==> config.mk <==
export PLATFORM = sky130hd
export DESIGN_NAME = pid_controller_clamped
export DESIGN_NICKNAME = d
export VERILOG_FILES = /design/src/hw/rtl/pcc_pkg.sv /design/src/hw/rtl/pcc_mul.sv /design/src/hw/rtl/pcc_div.sv /design/src/hw/rtl/pid_controller_clamped.sv
export SDC_FILE = /design/constraint.sdc
export NUM_CORES = 2
export LEC_CHECK = 0
export BUFFER_PORTS_ARGS = -buffer_cell sky130_fd_sc_hd__buf_2
export CAP_MARGIN = 10
export CORE_MARGIN = 5
export CORE_UTILIZATION = 55
export CTS_BUF_LIST = sky130_fd_sc_hd__clkbuf_2
export DETAILED_ROUTE_END_ITERATION = 7
export PLACE_DENSITY = 0.74
export SYNTH_ARGS = -nofsm -noshare
export SYNTH_HDL_FRONTEND = slang
export SYNTH_SLANG_ARGS = --single-unit
==> constraint.sdc <==
create_clock -name clock -period 7.3 [get_ports clock]
set_input_delay 1.095 -clock clock [delete_from_list [all_inputs] [get_ports clock]]
set_output_delay 1.095 -clock clock [all_outputs]
set_load 0.03 [all_outputs]
==> src/hw/rtl/pcc_pkg.sv <==
// Package for the clamped PID controller: widths, reset values, register
// indexes, sequencer states and the status struct of the serial units.
// Depends on nothing; every other file of the block imports it.
`timescale 1ns / 1ps
`default_nettype none

package pcc_pkg;

   localparam int SAMPLE_WIDTH    = 16;
   localparam int FRAC_BITS       = 16;
   localparam int GAIN_WIDTH      = 32;
   localparam int ACCUM_WIDTH     = 48;
   localparam int ERR_WIDTH       = SAMPLE_WIDTH + 1;
   localparam int STEP_WIDTH      = FRAC_BITS;
   localparam int DIFF_WIDTH      = ERR_WIDTH + 1;
   localparam int MAG_WIDTH       = ERR_WIDTH;
   localparam int DIVIDEND_WIDTH  = MAG_WIDTH + FRAC_BITS;
   localparam int DERIV_WIDTH     = 32;
   localparam int MCAND_WIDTH     = ACCUM_WIDTH;
   localparam int MPLIER_WIDTH    = GAIN_WIDTH;
   localparam int PROD_WIDTH      = MCAND_WIDTH + MPLIER_WIDTH;
   localparam int INC_WIDTH       = ACCUM_WIDTH + 1;
   localparam int PROP_WIDTH      = ERR_WIDTH + GAIN_WIDTH;
   localparam int SAT_WIDTH       = 64;
   localparam int TOTAL_WIDTH     = SAT_WIDTH + 2;
   localparam int QUOT_WIDTH      = SAT_WIDTH - FRAC_BITS;
   localparam int MUL_CNT_WIDTH   = $clog2(MPLIER_WIDTH);
   localparam int DIV_CNT_WIDTH   = $clog2(DIVIDEND_WIDTH);
   localparam int CSR_INDEX_WIDTH = 3;
   localparam int CSR_DATA_WIDTH  = ACCUM_WIDTH;

   localparam logic [SAMPLE_WIDTH-1:0] DRIVE_LOWER_RESET = {1'b1, {(SAMPLE_WIDTH-1){1'b0}}};
   localparam logic [SAMPLE_WIDTH-1:0] DRIVE_UPPER_RESET = {1'b0, {(SAMPLE_WIDTH-1){1'b1}}};
   localparam logic [ACCUM_WIDTH-1:0]  ACCUM_LOWER_RESET = {1'b1, {(ACCUM_WIDTH-1){1'b0}}};
   localparam logic [ACCUM_WIDTH-1:0]  ACCUM_UPPER_RESET = {1'b0, {(ACCUM_WIDTH-1){1'b1}}};

   typedef enum logic [CSR_INDEX_WIDTH-1:0] {
      CSR_GAIN_PROP   = 3'd0,
      CSR_GAIN_INTEG  = 3'd1,
      CSR_GAIN_DERIV  = 3'd2,
      CSR_DRIVE_LOWER = 3'd3,
      CSR_DRIVE_UPPER = 3'd4,
      CSR_ACCUM_LOWER = 3'd5,
      CSR_ACCUM_UPPER = 3'd6
   } csr_index_type;

   typedef enum logic [3:0] {
      ST_IDLE,
      ST_PRE,
      ST_INC,
      ST_PROP,
      ST_INTEG,
      ST_DWAIT,
      ST_DERIV,
      ST_ROUND,
      ST_LIMIT
   } pid_state_type;

   // Status of a serial arithmetic unit: busy while stepping, done for the
   // one cycle in which the result is first valid.
   typedef struct packed {
      logic busy;
      logic done;
   } unit_stat_type;

endpackage

`default_nettype wire

==> src/hw/rtl/pcc_mul.sv <==
// Radix-2 shift-add signed multiplier, one multiplier bit per cycle.
// Depends on pcc_pkg for operand widths and the unit status struct.
`timescale 1ns / 1ps
`default_nettype none

module pcc_mul
   import pcc_pkg::*;
(
   input  wire logic                     clock,
   input  wire logic                     reset,
   input  wire logic                     mul_start,
   input  wire logic [MCAND_WIDTH-1:0]   mul_mcand,
   input  wire logic [MPLIER_WIDTH-1:0]  mul_mplier,
   output logic      [PROD_WIDTH-1:0]    mul_prod,
   output unit_stat_type                 mul_stat
);

   localparam logic [MUL_CNT_WIDTH-1:0] LAST_STEP = MUL_CNT_WIDTH'(MPLIER_WIDTH - 1);

   logic [MCAND_WIDTH-1:0]   mcand_ff, mcand_in;
   logic [MCAND_WIDTH-1:0]   hi_ff, hi_in;
   logic [MPLIER_WIDTH-1:0]  lo_ff, lo_in;
   logic [MUL_CNT_WIDTH-1:0] cnt_ff, cnt_in;
   logic                     busy_ff, busy_in;
   logic                     done_ff, done_in;
   logic [MCAND_WIDTH:0]     hi_ext;
   logic [MCAND_WIDTH:0]     add_ext;
   logic [MCAND_WIDTH:0]     sum;
   logic                     last;

   always_comb begin
      last    = (cnt_ff == LAST_STEP);
      hi_ext  = {hi_ff[MCAND_WIDTH-1], hi_ff};
      add_ext = lo_ff[0] ? {mcand_ff[MCAND_WIDTH-1], mcand_ff} : '0;
      // The sign bit of the multiplier carries negative weight.
      sum     = last ? (hi_ext - add_ext) : (hi_ext + add_ext);

      mcand_in = mcand_ff;
      hi_in    = hi_ff;
      lo_in    = lo_ff;
      cnt_in   = cnt_ff;
      busy_in  = busy_ff;
      done_in  = 1'b0;
      if (mul_start) begin
         mcand_in = mul_mcand;
         hi_in    = '0;
         lo_in    = mul_mplier;
         cnt_in   = '0;
         busy_in  = 1'b1;
      end else if (busy_ff) begin
         hi_in  = sum[MCAND_WIDTH:1];
         lo_in  = {sum[0], lo_ff[MPLIER_WIDTH-1:1]};
         cnt_in = cnt_ff + 1'b1;
         if (last) begin
            busy_in = 1'b0;
            done_in = 1'b1;
         end
      end
   end

   always_ff @(posedge clock) begin
      if (reset) begin
         busy_ff <= 1'b0;
         done_ff <= 1'b0;
      end else begin
         busy_ff <= busy_in;
         done_ff <= done_in;
      end
   end

   always_ff @(posedge clock) begin
      mcand_ff <= mcand_in;
      hi_ff    <= hi_in;
      lo_ff    <= lo_in;
      cnt_ff   <= cnt_in;
   end

   assign mul_prod      = {hi_ff, lo_ff};
   assign mul_stat.busy = busy_ff;
   assign mul_stat.done = done_ff;

endmodule

`default_nettype wire

==> src/hw/rtl/pcc_div.sv <==
// Restoring unsigned divider, one quotient bit per cycle.
// Depends on pcc_pkg for operand widths and the unit status struct.
`timescale 1ns / 1ps
`default_nettype none

module pcc_div
   import pcc_pkg::*;
(
   input  wire logic                       clock,
   input  wire logic                       reset,
   input  wire logic                       div_start,
   input  wire logic [DIVIDEND_WIDTH-1:0]  div_dividend,
   input  wire logic [STEP_WIDTH-1:0]      div_divisor,
   output logic      [DIVIDEND_WIDTH-1:0]  div_quot,
   output unit_stat_type                   div_stat
);

   localparam logic [DIV_CNT_WIDTH-1:0] LAST_STEP = DIV_CNT_WIDTH'(DIVIDEND_WIDTH - 1);

   logic [STEP_WIDTH-1:0]     divisor_ff, divisor_in;
   logic [STEP_WIDTH-1:0]     rem_ff, rem_in;
   logic [DIVIDEND_WIDTH-1:0] quo_ff, quo_in;
   logic [DIV_CNT_WIDTH-1:0]  cnt_ff, cnt_in;
   logic                      busy_ff, busy_in;
   logic                      done_ff, done_in;
   logic [STEP_WIDTH:0]       trial;
   logic [STEP_WIDTH:0]       trial_sub;
   logic                      fits;

   always_comb begin
      trial     = {rem_ff, quo_ff[DIVIDEND_WIDTH-1]};
      trial_sub = trial - {1'b0, divisor_ff};
      fits      = (trial >= {1'b0, divisor_ff});

      divisor_in = divisor_ff;
      rem_in     = rem_ff;
      quo_in     = quo_ff;
      cnt_in     = cnt_ff;
      busy_in    = busy_ff;
      done_in    = 1'b0;
      if (div_start) begin
         divisor_in = div_divisor;
         rem_in     = '0;
         quo_in     = div_dividend;
         cnt_in     = '0;
         busy_in    = 1'b1;
      end else if (busy_ff) begin
         rem_in = fits ? trial_sub[STEP_WIDTH-1:0] : trial[STEP_WIDTH-1:0];
         quo_in = {quo_ff[DIVIDEND_WIDTH-2:0], fits};
         cnt_in = cnt_ff + 1'b1;
         if (cnt_ff == LAST_STEP) begin
            busy_in = 1'b0;
            done_in = 1'b1;
         end
      end
   end

   always_ff @(posedge clock) begin
      if (reset) begin
         busy_ff <= 1'b0;
         done_ff <= 1'b0;
      end else begin
         busy_ff <= busy_in;
         done_ff <= done_in;
      end
   end

   always_ff @(posedge clock) begin
      divisor_ff <= divisor_in;
      rem_ff     <= rem_in;
      quo_ff     <= quo_in;
      cnt_ff     <= cnt_in;
   end

   assign div_quot      = quo_ff;
   assign div_stat.busy = busy_ff;
   assign div_stat.done = done_ff;

endmodule

`default_nettype wire

==> src/hw/rtl/pid_controller_clamped.sv <==
// Top level of the clamped fixed-point PID controller: sequencer, state and
// configuration registers. Depends on pcc_pkg, pcc_mul and pcc_div.
`timescale 1ns / 1ps
`default_nettype none

// Positional PID step with a clamped integral. Each request transfer brings
// a setpoint, a measured sample (both signed integers) and a time step in
// unsigned Q0.16 seconds; each produces exactly one response transfer with
// the clamped drive and two saturation flags. One item is worked on at a
// time, and the request side stalls until the sequencer is idle again. The
// products are formed by one shared shift-add multiplier that retires one
// multiplier bit per cycle, and the derivative quotient by a restoring
// divider, one bit per cycle, that runs alongside the first products. An
// item needs four products when the time step is nonzero and the
// controller is primed, three on the first timed step and two with a
// zero time step (no integral growth and no derivative product). The next
// request can be taken in the same cycle in which the result is shown.
// A finished result sits in an output register; the next request can be
// taken while it waits, and the sequencer only holds at its last step if
// the previous result has still not been transferred. Limit pairs written
// in reverse order are swapped at use. Configuration is written through a
// plain write port and must only be written while the block is idle.

module pid_controller_clamped
   import pcc_pkg::*;
(
   input  wire logic                        clock,
   input  wire logic                        reset,

   input  wire logic                        req_valid,
   output logic                             req_stall,
   input  wire logic [SAMPLE_WIDTH-1:0]     req_setpoint,
   input  wire logic [SAMPLE_WIDTH-1:0]     req_measured,
   input  wire logic [STEP_WIDTH-1:0]       req_step_time,

   output logic                             rsp_valid,
   input  wire logic                        rsp_stall,
   output logic      [SAMPLE_WIDTH-1:0]     rsp_drive,
   output logic                             rsp_drive_clamped,
   output logic                             rsp_accum_clamped,

   input  wire logic                        csr_wr_en,
   input  wire logic [CSR_INDEX_WIDTH-1:0]  csr_index,
   input  wire logic [CSR_DATA_WIDTH-1:0]   csr_wdata
);

   // Configuration registers.
   logic [GAIN_WIDTH-1:0]   gain_prop_ff, gain_integ_ff, gain_deriv_ff;
   logic [SAMPLE_WIDTH-1:0] drive_lower_ff, drive_upper_ff;
   logic [ACCUM_WIDTH-1:0]  accum_lower_ff, accum_upper_ff;

   // Limits in their proper order.
   logic [SAMPLE_WIDTH-1:0] drive_lo, drive_hi;
   logic [ACCUM_WIDTH-1:0]  acc_lo, acc_hi;

   // Sequencer and per-item registers.
   pid_state_type          state_ff, state_in;
   logic [ERR_WIDTH-1:0]   err_ff, err_in;
   logic [STEP_WIDTH-1:0]  step_ff, step_in;
   logic                   deriv_on_ff, deriv_on_in;
   logic                   neg_ff, neg_in;
   logic                   aflag_ff, aflag_in;
   logic [TOTAL_WIDTH-1:0] total_ff, total_in;
   logic [QUOT_WIDTH-1:0]  q_ff, q_in;

   // Controller state that persists between items.
   logic [ACCUM_WIDTH-1:0] accumulator_ff, accumulator_in;
   logic [ERR_WIDTH-1:0]   last_error_ff, last_error_in;
   logic                   primed_ff, primed_in;

   // Response register.
   logic                    rsp_valid_ff, rsp_valid_in;
   logic [SAMPLE_WIDTH-1:0] drive_ff, drive_in;
   logic                    dclamp_ff, dclamp_in;
   logic                    aclamp_ff, aclamp_in;
   logic                    load_rsp;

   // Serial units.
   logic                      mul_start;
   logic [MCAND_WIDTH-1:0]    mul_mcand;
   logic [MPLIER_WIDTH-1:0]   mul_mplier;
   logic [PROD_WIDTH-1:0]     mul_prod;
   unit_stat_type             mul_stat;
   logic                      div_start;
   logic [DIVIDEND_WIDTH-1:0] div_dividend;
   logic [DIVIDEND_WIDTH-1:0] div_quot;
   unit_stat_type             div_stat;

   // Datapath helpers.
   logic                      req_accept;
   logic                      step_nz;
   logic [DIFF_WIDTH-1:0]     diff;
   logic [DIFF_WIDTH-1:0]     diff_neg;
   logic [MAG_WIDTH-1:0]      diff_mag;
   logic [ACCUM_WIDTH-1:0]    pre_acc;
   logic                      pre_flag;
   logic [INC_WIDTH:0]        inc_sum;
   logic [INC_WIDTH:0]        inc_lo_ext, inc_hi_ext;
   logic [ACCUM_WIDTH-1:0]    inc_acc;
   logic                      inc_flag;
   logic                      quot_big;
   logic [DERIV_WIDTH-1:0]    deriv_sat;
   logic [SAT_WIDTH-1:0]      sat_sum;
   logic                      sum_ovf;
   logic [QUOT_WIDTH-1:0]     q_lo_ext, q_hi_ext;
   logic                      q_below, q_above;

   assign req_stall  = (state_ff != ST_IDLE);
   assign req_accept = req_valid && !req_stall;

   // Configuration writes; unknown indexes are dropped.
   always_ff @(posedge clock) begin
      if (reset) begin
         gain_prop_ff   <= '0;
         gain_integ_ff  <= '0;
         gain_deriv_ff  <= '0;
         drive_lower_ff <= DRIVE_LOWER_RESET;
         drive_upper_ff <= DRIVE_UPPER_RESET;
         accum_lower_ff <= ACCUM_LOWER_RESET;
         accum_upper_ff <= ACCUM_UPPER_RESET;
      end else if (csr_wr_en) begin
         case (csr_index_type'(csr_index))
            CSR_GAIN_PROP:   gain_prop_ff   <= csr_wdata[GAIN_WIDTH-1:0];
            CSR_GAIN_INTEG:  gain_integ_ff  <= csr_wdata[GAIN_WIDTH-1:0];
            CSR_GAIN_DERIV:  gain_deriv_ff  <= csr_wdata[GAIN_WIDTH-1:0];
            CSR_DRIVE_LOWER: drive_lower_ff <= csr_wdata[SAMPLE_WIDTH-1:0];
            CSR_DRIVE_UPPER: drive_upper_ff <= csr_wdata[SAMPLE_WIDTH-1:0];
            CSR_ACCUM_LOWER: accum_lower_ff <= csr_wdata[ACCUM_WIDTH-1:0];
            CSR_ACCUM_UPPER: accum_upper_ff <= csr_wdata[ACCUM_WIDTH-1:0];
            default: begin
            end
         endcase
      end
   end

   // A limit pair written in reverse order is used swapped.
   always_comb begin
      if ($signed(drive_lower_ff) > $signed(drive_upper_ff)) begin
         drive_lo = drive_upper_ff;
         drive_hi = drive_lower_ff;
      end else begin
         drive_lo = drive_lower_ff;
         drive_hi = drive_upper_ff;
      end
      if ($signed(accum_lower_ff) > $signed(accum_upper_ff)) begin
         acc_lo = accum_upper_ff;
         acc_hi = accum_lower_ff;
      end else begin
         acc_lo = accum_lower_ff;
         acc_hi = accum_upper_ff;
      end
   end

   // Arithmetic that the sequencer steps pick from.
   always_comb begin
      step_nz = (step_ff != '0);

      // Change in error and its magnitude, scaled by one second for the divider.
      diff         = {err_ff[ERR_WIDTH-1], err_ff} - {last_error_ff[ERR_WIDTH-1], last_error_ff};
      diff_neg     = '0 - diff;
      diff_mag     = diff[DIFF_WIDTH-1] ? diff_neg[MAG_WIDTH-1:0] : diff[MAG_WIDTH-1:0];
      div_dividend = {diff_mag, {FRAC_BITS{1'b0}}};

      // Integral clamped to the current limits before it grows.
      pre_acc  = accumulator_ff;
      pre_flag = 1'b0;
      if ($signed(accumulator_ff) > $signed(acc_hi)) begin
         pre_acc  = acc_hi;
         pre_flag = 1'b1;
      end else if ($signed(accumulator_ff) < $signed(acc_lo)) begin
         pre_acc  = acc_lo;
         pre_flag = 1'b1;
      end

      // Integral grown by error times time step, then clamped again.
      inc_sum    = {{2{accumulator_ff[ACCUM_WIDTH-1]}}, accumulator_ff}
                 + {mul_prod[INC_WIDTH-1], mul_prod[INC_WIDTH-1:0]};
      inc_lo_ext = {{2{acc_lo[ACCUM_WIDTH-1]}}, acc_lo};
      inc_hi_ext = {{2{acc_hi[ACCUM_WIDTH-1]}}, acc_hi};
      inc_acc    = inc_sum[ACCUM_WIDTH-1:0];
      inc_flag   = 1'b0;
      if ($signed(inc_sum) > $signed(inc_hi_ext)) begin
         inc_acc  = acc_hi;
         inc_flag = 1'b1;
      end else if ($signed(inc_sum) < $signed(inc_lo_ext)) begin
         inc_acc  = acc_lo;
         inc_flag = 1'b1;
      end

      // Signed derivative from the quotient magnitude, saturated to 32 bits.
      quot_big = |div_quot[DIVIDEND_WIDTH-1:DERIV_WIDTH-1];
      if (neg_ff) begin
         deriv_sat = quot_big ? {1'b1, {(DERIV_WIDTH-1){1'b0}}}
                              : ('0 - div_quot[DERIV_WIDTH-1:0]);
      end else begin
         deriv_sat = quot_big ? {1'b0, {(DERIV_WIDTH-1){1'b1}}}
                              : div_quot[DERIV_WIDTH-1:0];
      end

      // Sum saturated to 64 bits, then truncated toward zero to an integer.
      sum_ovf = (total_ff[TOTAL_WIDTH-1:SAT_WIDTH-1] != '0)
             && (total_ff[TOTAL_WIDTH-1:SAT_WIDTH-1] != '1);
      if (sum_ovf) begin
         sat_sum = total_ff[TOTAL_WIDTH-1] ? {1'b1, {(SAT_WIDTH-1){1'b0}}}
                                           : {1'b0, {(SAT_WIDTH-1){1'b1}}};
      end else begin
         sat_sum = total_ff[SAT_WIDTH-1:0];
      end

      // Output limit compare on the integer part.
      q_lo_ext = {{(QUOT_WIDTH-SAMPLE_WIDTH){drive_lo[SAMPLE_WIDTH-1]}}, drive_lo};
      q_hi_ext = {{(QUOT_WIDTH-SAMPLE_WIDTH){drive_hi[SAMPLE_WIDTH-1]}}, drive_hi};
      q_below  = $signed(q_ff) < $signed(q_lo_ext);
      q_above  = $signed(q_ff) > $signed(q_hi_ext);
   end

   // Sequencer: next state, unit commands and register updates.
   always_comb begin
      state_in       = state_ff;
      err_in         = err_ff;
      step_in        = step_ff;
      deriv_on_in    = deriv_on_ff;
      neg_in         = neg_ff;
      aflag_in       = aflag_ff;
      total_in       = total_ff;
      q_in           = q_ff;
      accumulator_in = accumulator_ff;
      last_error_in  = last_error_ff;
      primed_in      = primed_ff;
      mul_start      = 1'b0;
      mul_mcand      = '0;
      mul_mplier     = '0;
      div_start      = 1'b0;
      load_rsp       = 1'b0;

      case (state_ff)
         ST_IDLE: begin
            if (req_accept) begin
               err_in   = {req_setpoint[SAMPLE_WIDTH-1], req_setpoint}
                        - {req_measured[SAMPLE_WIDTH-1], req_measured};
               step_in  = req_step_time;
               state_in = ST_PRE;
            end
         end

         ST_PRE: begin
            accumulator_in = pre_acc;
            aflag_in       = pre_flag;
            last_error_in  = err_ff;
            neg_in         = diff[DIFF_WIDTH-1];
            deriv_on_in    = step_nz && primed_ff;
            div_start      = step_nz && primed_ff;
            if (step_nz) begin
               primed_in = 1'b1;
            end
            mul_start = 1'b1;
            if (step_nz) begin
               // Integral increment: error times time step.
               mul_mcand  = {{(MCAND_WIDTH-ERR_WIDTH){err_ff[ERR_WIDTH-1]}}, err_ff};
               mul_mplier = {{(MPLIER_WIDTH-STEP_WIDTH){1'b0}}, step_ff};
               state_in   = ST_INC;
            end else begin
               mul_mcand  = {{(MCAND_WIDTH-GAIN_WIDTH){gain_prop_ff[GAIN_WIDTH-1]}},
                             gain_prop_ff};
               mul_mplier = {{(MPLIER_WIDTH-ERR_WIDTH){err_ff[ERR_WIDTH-1]}}, err_ff};
               state_in   = ST_PROP;
            end
         end

         ST_INC: begin
            if (mul_stat.done) begin
               accumulator_in = inc_acc;
               aflag_in       = aflag_ff | inc_flag;
               mul_start      = 1'b1;
               mul_mcand      = {{(MCAND_WIDTH-GAIN_WIDTH){gain_prop_ff[GAIN_WIDTH-1]}},
                                 gain_prop_ff};
               mul_mplier     = {{(MPLIER_WIDTH-ERR_WIDTH){err_ff[ERR_WIDTH-1]}}, err_ff};
               state_in       = ST_PROP;
            end
         end

         ST_PROP: begin
            if (mul_stat.done) begin
               total_in   = {{(TOTAL_WIDTH-PROP_WIDTH){mul_prod[PROP_WIDTH-1]}},
                             mul_prod[PROP_WIDTH-1:0]};
               // Integral term: full product, floored to Q.16.
               mul_start  = 1'b1;
               mul_mcand  = accumulator_ff;
               mul_mplier = gain_integ_ff;
               state_in   = ST_INTEG;
            end
         end

         ST_INTEG: begin
            if (mul_stat.done) begin
               total_in = total_ff
                        + {{(TOTAL_WIDTH-SAT_WIDTH){mul_prod[PROD_WIDTH-1]}},
                           mul_prod[PROD_WIDTH-1:FRAC_BITS]};
               state_in = deriv_on_ff ? ST_DWAIT : ST_ROUND;
            end
         end

         ST_DWAIT: begin
            if (!div_stat.busy) begin
               mul_start  = 1'b1;
               mul_mcand  = {{(MCAND_WIDTH-DERIV_WIDTH){deriv_sat[DERIV_WIDTH-1]}}, deriv_sat};
               mul_mplier = gain_deriv_ff;
               state_in   = ST_DERIV;
            end
         end

         ST_DERIV: begin
            if (mul_stat.done) begin
               total_in = total_ff
                        + {{(TOTAL_WIDTH-SAT_WIDTH){mul_prod[SAT_WIDTH-1]}},
                           mul_prod[SAT_WIDTH-1:0]};
               state_in = ST_ROUND;
            end
         end

         ST_ROUND: begin
            // Negative values with a fraction move up by one to truncate
            // toward zero.
            q_in     = sat_sum[SAT_WIDTH-1:FRAC_BITS]
                     + {{(QUOT_WIDTH-1){1'b0}},
                        (sat_sum[SAT_WIDTH-1] && (sat_sum[FRAC_BITS-1:0] != '0))};
            state_in = ST_LIMIT;
         end

         ST_LIMIT: begin
            if (!rsp_valid_ff || !rsp_stall) begin
               load_rsp = 1'b1;
               state_in = ST_IDLE;
            end
         end

         default: begin
            state_in = ST_IDLE;
         end
      endcase
   end

   // Response register: loads the clamped drive, holds while stalled.
   always_comb begin
      drive_in  = drive_ff;
      dclamp_in = dclamp_ff;
      aclamp_in = aclamp_ff;
      if (load_rsp) begin
         if (q_above) begin
            drive_in = drive_hi;
         end else if (q_below) begin
            drive_in = drive_lo;
         end else begin
            drive_in = q_ff[SAMPLE_WIDTH-1:0];
         end
         dclamp_in = q_above || q_below;
         aclamp_in = aflag_ff;
      end
      if (load_rsp) begin
         rsp_valid_in = 1'b1;
      end else if (rsp_valid_ff && !rsp_stall) begin
         rsp_valid_in = 1'b0;
      end else begin
         rsp_valid_in = rsp_valid_ff;
      end
   end

   always_ff @(posedge clock) begin
      if (reset) begin
         state_ff <= ST_IDLE;
      end else begin
         state_ff <= state_in;
      end
   end

   always_ff @(posedge clock) begin
      if (reset) begin
         rsp_valid_ff   <= 1'b0;
         accumulator_ff <= '0;
         last_error_ff  <= '0;
         primed_ff      <= 1'b0;
      end else begin
         rsp_valid_ff   <= rsp_valid_in;
         accumulator_ff <= accumulator_in;
         last_error_ff  <= last_error_in;
         primed_ff      <= primed_in;
      end
   end

   always_ff @(posedge clock) begin
      err_ff      <= err_in;
      step_ff     <= step_in;
      deriv_on_ff <= deriv_on_in;
      neg_ff      <= neg_in;
      aflag_ff    <= aflag_in;
      total_ff    <= total_in;
      q_ff        <= q_in;
      drive_ff    <= drive_in;
      dclamp_ff   <= dclamp_in;
      aclamp_ff   <= aclamp_in;
   end

   pcc_mul u_mul (
      .clock      (clock),
      .reset      (reset),
      .mul_start  (mul_start),
      .mul_mcand  (mul_mcand),
      .mul_mplier (mul_mplier),
      .mul_prod   (mul_prod),
      .mul_stat   (mul_stat)
   );

   pcc_div u_div (
      .clock        (clock),
      .reset        (reset),
      .div_start    (div_start),
      .div_dividend (div_dividend),
      .div_divisor  (step_ff),
      .div_quot     (div_quot),
      .div_stat     (div_stat)
   );

   assign rsp_valid         = rsp_valid_ff;
   assign rsp_drive         = drive_ff;
   assign rsp_drive_clamped = dclamp_ff;
   assign rsp_accum_clamped = aclamp_ff;

   // The shared multiplier is never restarted while it is still stepping.
   a_mul_free: assert property (@(posedge clock) disable iff (reset)
      mul_start |-> !mul_stat.busy)
      else $error("multiplier started while busy");

   // The divider is never restarted while it is still stepping.
   a_div_free: assert property (@(posedge clock) disable iff (reset)
      div_start |-> !div_stat.busy)
      else $error("divider started while busy");

   // A finished result that finds the output free is shown next cycle and
   // the sequencer is back at idle.
   a_rsp_load: assert property (@(posedge clock) disable iff (reset)
      (state_ff == ST_LIMIT && !(rsp_valid_ff && rsp_stall))
      |=> (rsp_valid_ff && state_ff == ST_IDLE))
      else $error("result not loaded into the response register");

endmodule

`default_nettype wire

Yosys cells after proc, flatten, opt, wreduce, memory -nomap -nowiden
Cells that the tools add are included.

Reduce and logical (&&, ||, !) cells: 37. Mux-type cells: 70. Order comparisons: 9. Equality and inequality tests: 25. Add/sub/neg operators: 13. Bitwise logic cells: 2.

Operators by type and width (count): 48-bit 2-to-1 mux (11); 32-bit 2-to-1 mux (9); 66-bit 2-to-1 mux (3); 66-bit one-hot mux with 3 select lines (1); 48-bit one-hot mux with 4 select lines (1); 66-bit adder (2); 64-bit 2-to-1 mux (2); 32-bit one-hot mux with 4 select lines (1); 49-bit 2-to-1 mux (2); 48-bit > comparator (2); 48-bit one-hot mux with 2 select lines (1); 16-bit 2-to-1 mux (5); 33-bit 2-to-1 mux (2); 48-bit by 49-bit adder with 50-bit output (1); 50-bit by 48-bit > comparator with 1-bit output (1); 50-bit by 48-bit < comparator with 1-bit output (1); 49-bit adder (1); 49-bit subtractor (1); 48-bit by 1-bit adder with 48-bit output (1); 48-bit by 16-bit > comparator with 1-bit output (1); 48-bit by 16-bit < comparator with 1-bit output (1); 48-bit < comparator (1); 4-bit one-hot mux with 9 select lines (1); 16-bit nonzero test (2); other kinds (43) (102).

Flip-flop bits (word level): 670. Output and inout bits: 20. Bits of input ports: 104.

Longest topological paths before layout
Depth in word-level cells: 8. Mapped depth: 32. Mapped depth without buffers: 30.

Cells and area by module
A second synthesis with hierarchy kept.

Cells, all modules: 6150. Area total of the unflattened synthesis: 51856.0 sq um.

Modules (own cells, without submodules): pid_controller_clamped (cells each 4814, times used 1, area an instance 38883.5 sq um, sequential area each 10950.5 sq um); pcc_mul (cells each 980, times used 1, area an instance 8923.6 sq um, sequential area each 3503.4 sq um); pcc_div (cells each 356, times used 1, area an instance 4048.9 sq um, sequential area each 1951.9 sq um).

Least setup slack after synthesis
OpenSTA, ideal clock, no wires.

Path type: register to register. Start point: register drive_upper_ff[1]. End point: register drive_ff[10] (netlist: rsp_drive[10]), data pin. Path slack: -0.084 ns. Arrival time: 7.105 ns. Buffers on the path: 4. Stages on the path, launching flop included: 30. Data required time: 7.021 ns. Cells stage by stage: dfxtp_1 inv_1 ha_1 nor2b_1 o21a_1 o21a_1 o21ai_0 a21oi_1 o31a_1 o21ai_1 clkbuf_1 buf_1 mux2i_1 ha_1 a21o_1 a21o_1 a21oi_1 nor2b_1 o21ai_0 nand2b_1 a21oi_1 nor2b_1 o21ai_0 nand2_1 a211oi_1 xor2_1 o21ai_0 clkbuf_1 clkbuf_1 mux2i_1.

Word-level cells in the longest chain between the ends: 5. Elaborated cells on any way between the ends: 7. Classes of those cells: 3 x order compare; 4 x mux.

Ends and longest elaborated chain: start, declared (RTL line pid_controller_clamped.sv:49) `logic [SAMPLE_WIDTH-1:0] drive_lower_ff, drive_upper_ff;`; start signal, assigned (RTL line pid_controller_clamped.sv:127) `CSR_DRIVE_UPPER: drive_upper_ff <= csr_wdata[SAMPLE_WIDTH-1:0];`; 16-bit > comparator (RTL line pid_controller_clamped.sv:138) `if ($signed(drive_lower_ff) > $signed(drive_upper_ff)) begin`; 16-bit 2-to-1 mux (RTL line pid_controller_clamped.sv:138); 48-bit by 16-bit < comparator with 1-bit output (RTL line pid_controller_clamped.sv:213) `q_below = $signed(q_ff) < $signed(q_lo_ext);`; 16-bit 2-to-1 mux (RTL line pid_controller_clamped.sv:351) `end else if (q_below) begin`; 16-bit 2-to-1 mux (*) (RTL line pid_controller_clamped.sv:349) `if (q_above) begin`; end signal, assigned (RTL line pid_controller_clamped.sv:398) `drive_ff <= drive_in;`; end, declared (RTL line pid_controller_clamped.sv:73) `logic [SAMPLE_WIDTH-1:0] drive_ff, drive_in;`.

Mark *: on every way between the ends. The rest lies on a longest branch, timed or not. A chain may end at the register's enable or synchronous reset.

Worst setup path after layout
Start point: register accum_upper_ff[17]. End point: register accumulator_ff[35].

Word-level cells in the longest chain between the ends: 7. Elaborated cells on any way between the ends: 15. Classes of those cells: 5 x order compare; 1 x eq/ne; 8 x mux; 1 x reduce/logical.

Ends and longest elaborated chain: start, declared (RTL line pid_controller_clamped.sv:50) `logic [ACCUM_WIDTH-1:0] accum_lower_ff, accum_upper_ff;`; start signal, assigned (RTL line pid_controller_clamped.sv:129) `CSR_ACCUM_UPPER: accum_upper_ff <= csr_wdata[ACCUM_WIDTH-1:0];`; 48-bit > comparator (RTL line pid_controller_clamped.sv:145) `if ($signed(accum_lower_ff) > $signed(accum_upper_ff)) begin`; 48-bit 2-to-1 mux (RTL line pid_controller_clamped.sv:145); 50-bit by 48-bit < comparator with 1-bit output (RTL line pid_controller_clamped.sv:185) `end else if ($signed(inc_sum) < $signed(inc_lo_ext)) begin`; 48-bit 2-to-1 mux (RTL line pid_controller_clamped.sv:185); 48-bit 2-to-1 mux (RTL line pid_controller_clamped.sv:182) `if ($signed(inc_sum) > $signed(inc_hi_ext)) begin`; 48-bit 2-to-1 mux (RTL line pid_controller_clamped.sv:271) `if (mul_stat.done) begin`; 48-bit one-hot mux with 2 select lines (RTL line pid_controller_clamped.sv:236) `case (state_ff)`; end signal, assigned (RTL line pid_controller_clamped.sv:384) `accumulator_ff <= accumulator_in;`; end, declared (RTL line pid_controller_clamped.sv:67) `logic [ACCUM_WIDTH-1:0] accumulator_ff, accumulator_in;`.

Several ways; a longest one is shown, not always the timed one. The select of a mux whose other input is x is not followed.

==> impl_metrics.ini <==
[yosys]
synth.cell_area_sq_um = 50900
netlist-cell-type-count = 89
synth_top_area_cell = edfxtp_1
yosys.cell_count.top_type = nand2_1
ys_warn_count = 0
synth_edf_count = 281
yosys_most_used_dff = dfxtp_1
ys_top_cells_by_count = 823 x nand2_1, 597 x a21oi_1, 561 x ha_1
postSynth.asyncResetShare_pct = 0
synth_top_area_share_pct = 16.6
synth.avg_cell_area_sq_um = 8.45
syn-num-nets = 6700
ys_seq_area_share_pct = 31.9
ys_ff_latch = 670
yosys-top-cells-area = edfxtp_1 17%, dfxtp_1 15%, ha_1 14%, nand2_1 6.1%, a21oi_1 5.9%
synth_cells = 6029

[global_routing]
use_met3_pct = 5.98
grt_start_max_net_pins = 96
met1_track_demand_over_resource_in_global_routing_pct = 41.8
grt_antenna_before_repair = 12
grtUsageTotal_pct = 32.6
gr-total-overflow = 0
grt_first_pass_wirelength_um = 255000
grt_pass1_vias = 45195
global_route.peak_usage_layer = met2
grt_use_met2_pct = 51.7

[critical_path]
slowest_delay_ns = 0.50
r2r_cells = 29
endpoint_kind = flop
critPathMaxFanout = 46
critical_path.slowest_cell = o31ai_4
required_ns = 8.77
path_class = flop to flop
crit_path_start_kind = flop
crit_path_most_repeated_cell = a21o_1
timing.reg2reg.setup_slack_ns = 0.19
cp_data_arrival_time_ns = 8.58

[layout]
final_area_sq_um = 56800
design.final.nets = 7035
area_growth_pct = 11.6
nFillCells = 8027
post_route_cells_drive_above_1_share_pct = 12.3
final_core_util_pct = 61.9

[clock_tree]
clkSinkCount = 670
cts_max_path_buffers = 3
htree_levels = 4
clock-root-buffer = clkbuf_2
clk_transition_reported_paths_ns = 0.11
worst_skew_pair.late_latency_ns = 1.63
tritoncts = built
numCtsBuffers = 179

[timing]
finClkSkew_ns = 0.133
relSlewSlack_pct = 20.9
final.period_utilization_pct = 97.3
worst_slew_pin_slew_ns = 1.19
timing.hold.ws_ns = 0.162
layout_min_cycle_time_ns = 7.11
final_number_of_max_transition_violations = 0
setup_failing_eps_final = 0
fmax_mhz = 141
report.final.hold_viol_count = 0

[routing]
route.detailed.vias_per_inst = 6.15
drt_first_pass_iters = 8
avgRoutedWirePerCell_um = 21.4
route.detailed.drc = 5
ant_nets = 0
via_count = 47744
detailedRoute.firstIterationViolations = 5020
routed_wirelength_um = 167000

[floorplanning]
row_count = 111
die_w_um = 314
die_area_sq_um = 98800
num_io_pins = 124
core_area_sq_um = 91800
die-height_um = 314
initial_core_util_pct = 55.5

[outcome]
violations = design-rule violations
run_status = complete, but fails checks

[placed_design]
post-dp-hpwl_um = 124000
place_congestion = 1.01
detailed_place.area_sq_um = 53700
placement.io_buffers = 123

[pwr]
vdd_ir_drop_max_v = 0.000284
final_power_uw = 19900
power.leakage_uw = 0.0249
power_density_nw_per_um2 = 351

[worst_hold_path]
whs_path_depth = 7
hp-class = primary input to flop

[flow_run]
drv.max_cap_violation_count = 0
-- worst max-delay path, delay by kind of cell (launching register included) --
kind / cells / cell delay (ns)
simple gates: 3 / 0.56
fa+ha+maj: 2 / 0.63
buf+inv: 5 / 0.88
flops: 1 / 0.45
compound gates: 17 / 3.86
mux: 2 / 0.54
-- path summary, 6_finish.rpt --
path                                     endpoint                            start
setup / recovery  accumulator_ff[35]$_SDFFE_PP0P_  accum_upper_ff[17]$_SDFFE_PP1P_
hold / removal                err_ff[7]$_DFFE_PP_                  req_measured[6]
setup reg to reg  accumulator_ff[35]$_SDFFE_PP0P_  accum_upper_ff[17]$_SDFFE_PP1P_
hold reg to reg     last_error_ff[4]$_SDFFE_PP0P_    last_error_ff[4]$_SDFFE_PP0P_
-- power by group --
part | switching (uW) | total [uW] | internal [uW]
clock | 1770 | 2880 | 1120
sequential | 746 | 5480 | 4730
combinational | 6860 | 11600 | 4710
-- cell type report --
class                   count  area [sq um]  share of cell area [%]
diodes                     11          27.5                  0.0484
clock inverters            70           435                   0.766
well taps                1243          1560                    2.74
repair buffers            430          3340                    5.88
inverters                 233           877                    1.54
multi-input cells        4850         33100                    58.2
clock buffers             262          1310                    2.31
flip-flops and latches    670         16200                    28.5
-- flip-flops by register name, summed over array words and instances (netlist names), 5 cells and up --
name and flops:
gain_prop_ff 32, u_mul.cnt_ff 5, step_ff 16, u_mul.lo_ff 32, drive_upper_ff 16, q_ff 48
u_div.divisor_ff 16, u_div.cnt_ff 6, total_ff 66, drive_lower_ff 16, u_div.div_quot 33, u_mul.hi_ff 48
accum_upper_ff 48, last_error_ff 17, accumulator_ff 48, u_mul.mcand_ff 48, gain_integ_ff 32, gain_deriv_ff 32
rsp_drive 16, err_ff 17, u_div.rem_ff 16, accum_lower_ff 48
-- per-layer routing --
layer | up-vias | wire [um]
li1 | 22806 | -
met1 | 22207 | 67400
met5 | - | 24
met3 | 521 | 15000
met4 | 4 | 11000
met2 | 2206 | 73200
-- per-stage QoR --
step                std cells  setup slack (ns)  setup TNS [ns]
floorplan                6029             0.460               0
global placement         7298           -0.0210          -0.105
detailed placement       7298            -0.110           -1.57
CTS                      7739            0.0696               0
global route             7767           -0.0178         -0.0340
finish                   7769             0.194               0
-- placed cells by master, fill, tap and decap left out, types with 29 or more instances in the layout --
cell type	netlist	final
a211oi_1	48	47
a21o_1	206	206
a21oi_1	597	595
a221oi_1	41	41
and3_1	31	29
buf_2	5	122
buf_4	3	186
clkbuf_2	0	262
clkinv_1	0	41
dfxtp_1	389	387
dlygate4sd3_1	0	109
edfxtp_1	281	281
ha_1	561	559
inv_1	232	230
mux2_2	72	72
mux2i_1	264	259
nand2_1	823	821
nand2b_1	80	80
nand3_1	108	107
nand4_1	99	99
nor2_1	458	449
nor2b_1	84	84
nor3_1	72	68
nor4_1	33	29
o211ai_1	109	109
o21a_1	39	39
o21ai_0	384	381
o21bai_1	29	29
or2_2	34	34
or3_1	53	53
xnor2_1	157	157
xor2_1	122	122
-- logic make-up (layout without fill, tap and decap cells) --
| group | Yosys count | after routing | share of synthesized area [%] |
|---|---|---|---|
| compound gates | 1726 | 1727 | 21.3 |
| xor+xnor | 280 | 280 | 4.85 |
| fa+ha+maj | 571 | 571 | 14.1 |
| buf+inv | 510 | 995 | 3.84 |
| flops | 670 | 670 | 31.9 |
| mux | 336 | 336 | 6.78 |
| other cells | 0 | 11 | 0 |
| simple gates | 1936 | 1936 | 17.2 |
-- timing repair --
item / 4_1_cts / 5_1_grt
pin swaps: 0 / 12
gates resized for setup: 1 / 27
hold buffers: 109 / 0
gates cloned: 0 / 1
endpoints found under the setup margin: 20 / 49
endpoints found under the hold margin: 260 / 0
buffers inserted: 0 / 17
Power figures use the tool's default switching activity.
